--- src/sv/point_in_bounded_volumes_check_macros.svh ---
// ---------------------------------------------------------------------------
// Assertion macros for the bounded volume checker
// ---------------------------------------------------------------------------
`ifndef POINT_IN_BOUNDED_VOLUMES_CHECK_MACROS_SVH
`define POINT_IN_BOUNDED_VOLUMES_CHECK_MACROS_SVH
`ifndef SYNTHESIS
`define PIBV_ASSERT_IMP(lbl, clk, rstn, a, c) \
  lbl: assert property (@(posedge clk) disable iff (!rstn) (a) |-> (c)) else $error("violated");
`define PIBV_ASSERT_NXT(lbl, clk, rstn, a, c) \
  lbl: assert property (@(posedge clk) disable iff (!rstn) (a) |=> (c)) else $error("violated");
`else
`define PIBV_ASSERT_IMP(lbl, clk, rstn, a, c)
`define PIBV_ASSERT_NXT(lbl, clk, rstn, a, c)
`endif
`endif

--- src/sv/pibv_pkg.sv ---
// ---------------------------------------------------------------------------
// pibv_pkg
// Shared types and constants of the bounded volume checker.
// ---------------------------------------------------------------------------
package pibv_pkg;
  localparam int WORDS_PER_ENTRY = 16;
  localparam logic OP_LOAD = 1'b0;
  localparam logic OP_TEST = 1'b1;
  localparam logic [0:0] CFG_IGNORE = 1'b0;
  localparam logic [0:0] CFG_COUNT  = 1'b1;
  localparam logic [3:0] W_OFFSET = 4'd9;
  localparam logic [3:0] W_SIZE   = 4'd12;
  localparam logic [3:0] W_HEIGHT = 4'd13;
  localparam logic [3:0] W_TYPE   = 4'd14;
  localparam logic [3:0] W_ENABLE = 4'd15;

  // Command from front to back
  typedef struct packed {
    logic        op;
    logic [2:0]  entry;
    logic [3:0]  word_sel;
    logic [31:0] value;
    logic [31:0] px;
    logic [31:0] py;
    logic [31:0] pz;
  } cmd_t;

  typedef enum logic [3:0] {
    S_IDLE, S_ENA, S_MUL, S_ROW, S_OFF, S_CHK, S_SQ, S_CMP, S_DONE
  } bstate_t;
endpackage

--- src/sv/pibv_front.sv ---
// ---------------------------------------------------------------------------
// pibv_front
// Input stage and two-entry command queue ahead of the engine.
// ---------------------------------------------------------------------------
module pibv_front import pibv_pkg::*; (
  input  logic clk,
  input  logic rst_n,
  input  logic in_valid,
  output logic in_ready,
  input  cmd_t in_cmd,
  output logic q_valid,
  input  logic q_ready,
  output cmd_t q_cmd
);
  cmd_t       mem_r [2];
  logic       wp_r, rp_r;
  logic [1:0] cnt_r;

  assign in_ready = (cnt_r != 2'd2);
  assign q_valid  = (cnt_r != 2'd0);
  assign q_cmd    = mem_r[rp_r];

  // store queue entries
  always_ff @(posedge clk) begin
    if (in_valid && in_ready) mem_r[wp_r] <= in_cmd;
  end

  // advance pointers
  always_ff @(posedge clk) begin
    if (!rst_n) begin
      wp_r <= 1'b0; rp_r <= 1'b0; cnt_r <= 2'd0;
    end else begin
      if (in_valid && in_ready) wp_r <= ~wp_r;
      if (q_valid && q_ready) rp_r <= ~rp_r;
      cnt_r <= cnt_r + 2'((in_valid && in_ready) ? 1 : 0) - 2'((q_valid && q_ready) ? 1 : 0);
    end
  end
endmodule

--- config.mk ---
export PLATFORM = sky130hd
export DESIGN_NAME = pibv_front
export DESIGN_NICKNAME = d
export VERILOG_FILES = /design/src/sv/point_in_bounded_volumes_check_macros.svh /design/src/sv/pibv_pkg.sv /design/src/sv/pibv_front.sv
export SDC_FILE = /design/constraint.sdc
export NUM_CORES = 1
export LEC_CHECK = 0
export ABC_AREA = 1
export BUFFER_PORTS_ARGS = -buffer_cell sky130_fd_sc_hd__buf_2
export CELL_PAD_IN_SITES_DETAIL_PLACEMENT = 1
export CELL_PAD_IN_SITES_GLOBAL_PLACEMENT = 1
export CORE_MARGIN = 4
export CORE_UTILIZATION = 35
export DETAILED_ROUTE_END_ITERATION = 12
export GPL_ROUTABILITY_DRIVEN = 0
export HOLD_SLACK_MARGIN = 0.06
export PLACE_DENSITY_LB_ADDON = 0.25
export SLEW_MARGIN = 15
export SYNTH_ARGS = -nofsm -noshare
export SYNTH_HDL_FRONTEND = slang
export SYNTH_SLANG_ARGS = --single-unit
--- constraint.sdc ---
create_clock -name clk -period 24.4 [get_ports clk]
set_clock_uncertainty 0.15 [all_clocks]
set_input_delay 4.88 -clock clk [delete_from_list [all_inputs] [get_ports clk]]
set_output_delay 4.88 -clock clk [all_outputs]
set_load 0.1 [all_outputs]
==> summary by stage <==
Worst setup path
The nature of the critical path endpoint is a primary output. The cell class contributing the biggest share of worst-path delay is buffers and inverters. Counting both buffers and inverters, the worst setup path holds a total of 2. The data arrival time at the worst-slack endpoint is 3.31 ns. The largest single stage delay on the critical path is 0.98 ns.

By startpoint and endpoint, the worst setup path is classified as flop to primary output. For this design, the slowest cell found on the critical path is sky130_fd_sc_hd__dfxtp_4. The worst path required time is 19.37 ns. STA classifies the critical path startpoint as a flop. Of all nets on the critical path, the largest fanout is 71. Walking the worst path, the cells encountered are buf_4, mux2_2, buf_2.

Clock network
Buffers inserted to repair hold after CTS numbered 0. TritonCTS built the clock tree. After clock tree synthesis, the clock-pin slew on the worst setup and hold paths is 0.05 ns.

Once the clock tree was built, the resizer swapped 0 gates to a different size. The number of buffers inserted during clock tree synthesis is 30. In this run the number of H-tree levels came out at 1.

In this run the post-CTS setup repair buffer count came out at 0. Clock tree synthesis found a total of 277 sinks. Clock latency on the worst-skew pair, taken at its later pin, is 0.54 ns.

The buffer cell driving the clock tree root is sky130_fd_sc_hd__clkbuf_16. The clock tree buffer depth is 3.

Global routing
The leftover overflow at the end of global routing is 0. The via count of the first global-routing pass came to 5800. In the global route stage, overall resource usage came out at 0.129. The first global-routing pass estimated 32200 um of wire.

The maximum number of pins on one net before global-route repair is 72. The initial antenna violation count was 3.

Yosys
By count the netlist is led by 272 x sky130_fd_sc_hd__edfxtp_1, 96 x sky130_fd_sc_hd__mux2_2, 40 x sky130_fd_sc_hd__mux2_4. The number of flops mapped to enable cells by yosys is 272. The number of distinct library cells after synthesis is 12. Sorting the synthesized cells by area gives the leading types as sky130_fd_sc_hd__edfxtp_1 80%, sky130_fd_sc_hd__mux2_2 11%, sky130_fd_sc_hd__mux2_4 5.9%. In the synthesized netlist the async set-or-reset flop fraction comes to 0. The number of storage elements in the synthesis netlist is 277. The post-synthesis area per instance is 22.2 sq um. Of the post-synthesis cell area, the dominant cell type holds 0.801. The most common cell in the netlist is sky130_fd_sc_hd__edfxtp_1. The share of the Yosys chip area taken by registers is 0.810.

The most used flip-flop cell after synthesis is sky130_fd_sc_hd__edfxtp_1. The largest total area in the synthesized netlist belongs to sky130_fd_sc_hd__edfxtp_1. The mapped netlist covers 0.0102 sq mm. The number of nets handed over by synthesis was 601. The number of instances in the synthesized netlist is 459. During synthesis, Yosys emitted a total of 0 warnings.

STA
Setup repair after global routing left no endpoint under its margin. The actual slew at the worst max-slew pin is 1.09 ns. The top achievable clock speed is 0.120 GHz. The normalized max-slew margin is 0.273. The clock period could shrink to 8.34 ns. The number of failing hold endpoints at the final stage is 0. In the finished design, the share of the clock period the worst path needs comes to 0.342. The setup total negative slack is 0 ns. The number of pins with negative max-slew slack in the final report is 0. The number of setup violations in the final report is 0.

Hold path
In this run the worst hold path is classified as flop to flop.

Route
In the routed design, unresolved DRC markers number 0. The starting DRC count in detailed routing is 249. The average vias per placed instance is 4.49. The total via count after detailed routing is 5230.

The wire length per cell is 18.4 um. The first-pass iteration count of the detailed router is 4. The detail route stage leaves a number of antenna-violating nets equal to 0. The post-detailed-routing wire length is 21400 um.

Final layout
The post-layout instance count excluding filler cells is 1165. The area growth from synthesis to layout is 26.5%. For this run, the post-layout net count is 899. In the final layout, the share of cells above drive strength 1 is 0.586. With fillers left out, the area of the finished cells amounts to 0.0129 sq mm.

Placed design
The placed instances occupy a cell area of 0.0120 sq mm. In this run the tool buffered the top-level ports with 277 buffer cells. The total half-perimeter wirelength after legalization and detailed placement is 14700 um.

The number of cells after detailed placement is 1109.

Die
For this configuration, the core starts out at a cell density of 0.355. From left edge to right edge, the die measures 179 um. The die height is 179 um. In this run the core area contains 62 standard-cell rows. The number of ports placed on the die boundary is 278. The core box area is 0.0287 sq mm. The die covers 0.0319 sq mm.

Power and ir drop
In this run the power density over the cells is 140 mW/mm^2. Across the VDD grid, the largest voltage drop is 0.0000856 V. The static leakage is 0.00487 uW.

Outcome
The run finished with clean final reports.

Flow run
The count of maximum capacitance violations is 0.
## metal layers
layer	global-route usage	share of wire	vias to the layer above
met3	0.0474	0.096	42
met5	0	0.0019	-
met2	0.213	0.48	211
met4	0.0317	0.022	6
met1	0.161	0.40	2558
li1	-	-	2413
## state kept, by name, summed over array words and instances (netlist names), named ones only
| name | cells |
|---|---|
| cnt_r | 2 |
| wp_r | 1 |
| mem_r | 272 |
| rp_r | 1 |
## cell families (layout without fill, tap and decap cells)
logic type | Yosys count | after routing | synth area share
muxes | 136 | 136 | 0.165
DFF | 277 | 277 | 0.810
buffers and inverters | 22 | 343 | 0.0136
AOI/OAI and AO/OA | 2 | 2 | 0.000981
other | 0 | 1 | 0
and+or+nand+nor | 20 | 20 | 0.00773
adders and majority gates | 2 | 2 | 0.00245
## worst paths after layout
kind | from | endpoint | slack [ns] | cells after the start
setup / recovery | flop | q_cmd[18] | 16.06 | 3
hold reg to reg | rp_r$_SDFFE_PN0P_ | flop | 0.37 | 2
hold / removal | rp_r$_SDFFE_PN0P_ | flop | 0.37 | 2
setup reg to reg | cnt_r[0]$_SDFF_PN0_ | mem_r[1][66]$_DFFE_PP_ | 21.68 | 5
## through the flow
| stage | hold slack [ns] | power [uW] | util | setup WS [ns] |
|---|---|---|---|---|
| after CTS | 0.374 | 1830 | 0.450 | 15.89 |
| after floorplan | 0.317 | 1310 | - | 12.97 |
| final | 0.369 | 1800 | 0.450 | 16.06 |
| after detailed placement | 0.360 | 1410 | 0.418 | 16.47 |
| after global placement | 0.342 | 1400 | 0.418 | 16.52 |
| after global routing | 0.437 | 1880 | 0.450 | 15.83 |
## area by class of cell
type | instances | area [sq um]
Clock buffer | 43 | 821
Clock inverter | 12 | 81.3
Tap cell | 384 | 480
Multi-Input combinational cell | 160 | 1800
Fill cell | 2826 | 15800
Inverter | 7 | 31.3
Timing Repair Buffer | 281 | 1420
Antenna cell | 1 | 2.50
Sequential cell | 277 | 8270
## power breakdown
part / internal [uW] / total (uW) / switching [uW]
Combinational: 139 / 758 / 619
Sequential: 603 / 634 / 30.9
Clock: 243 / 412 / 169
Total: 985 / 1800 / 819
## worst min-delay path: cells and delay by family (launching register included)
family,cells,cell delay [ns]
flip-flops,1,0.34
AND/OR/NAND/NOR,2,0.14
## cells in the final DEF, fill, tap and decap left out
cell type,synthesis,final
sky130_fd_sc_hd__nor2_1,8,7
sky130_fd_sc_hd__clkinv_1,0,6
sky130_fd_sc_hd__dfxtp_4,0,1
sky130_fd_sc_hd__bufinv_16,0,1
sky130_fd_sc_hd__dfxtp_1,5,4
sky130_fd_sc_hd__buf_4,0,4
sky130_fd_sc_hd__diode_2,0,1
sky130_fd_sc_hd__nor2_4,0,1
sky130_fd_sc_hd__ha_1,2,2
sky130_fd_sc_hd__a21oi_1,2,2
sky130_fd_sc_hd__inv_1,7,6
sky130_fd_sc_hd__clkbuf_16,0,31
sky130_fd_sc_hd__clkinv_2,0,4
sky130_fd_sc_hd__inv_6,0,2
sky130_fd_sc_hd__buf_2,9,277
sky130_fd_sc_hd__edfxtp_1,272,272
sky130_fd_sc_hd__mux2_2,96,96
sky130_fd_sc_hd__clkbuf_1,0,12
sky130_fd_sc_hd__nand3_1,3,3
sky130_fd_sc_hd__mux2_4,40,40
sky130_fd_sc_hd__nand2_1,9,9
No activity file was read; power rests on OpenSTA's default activity.
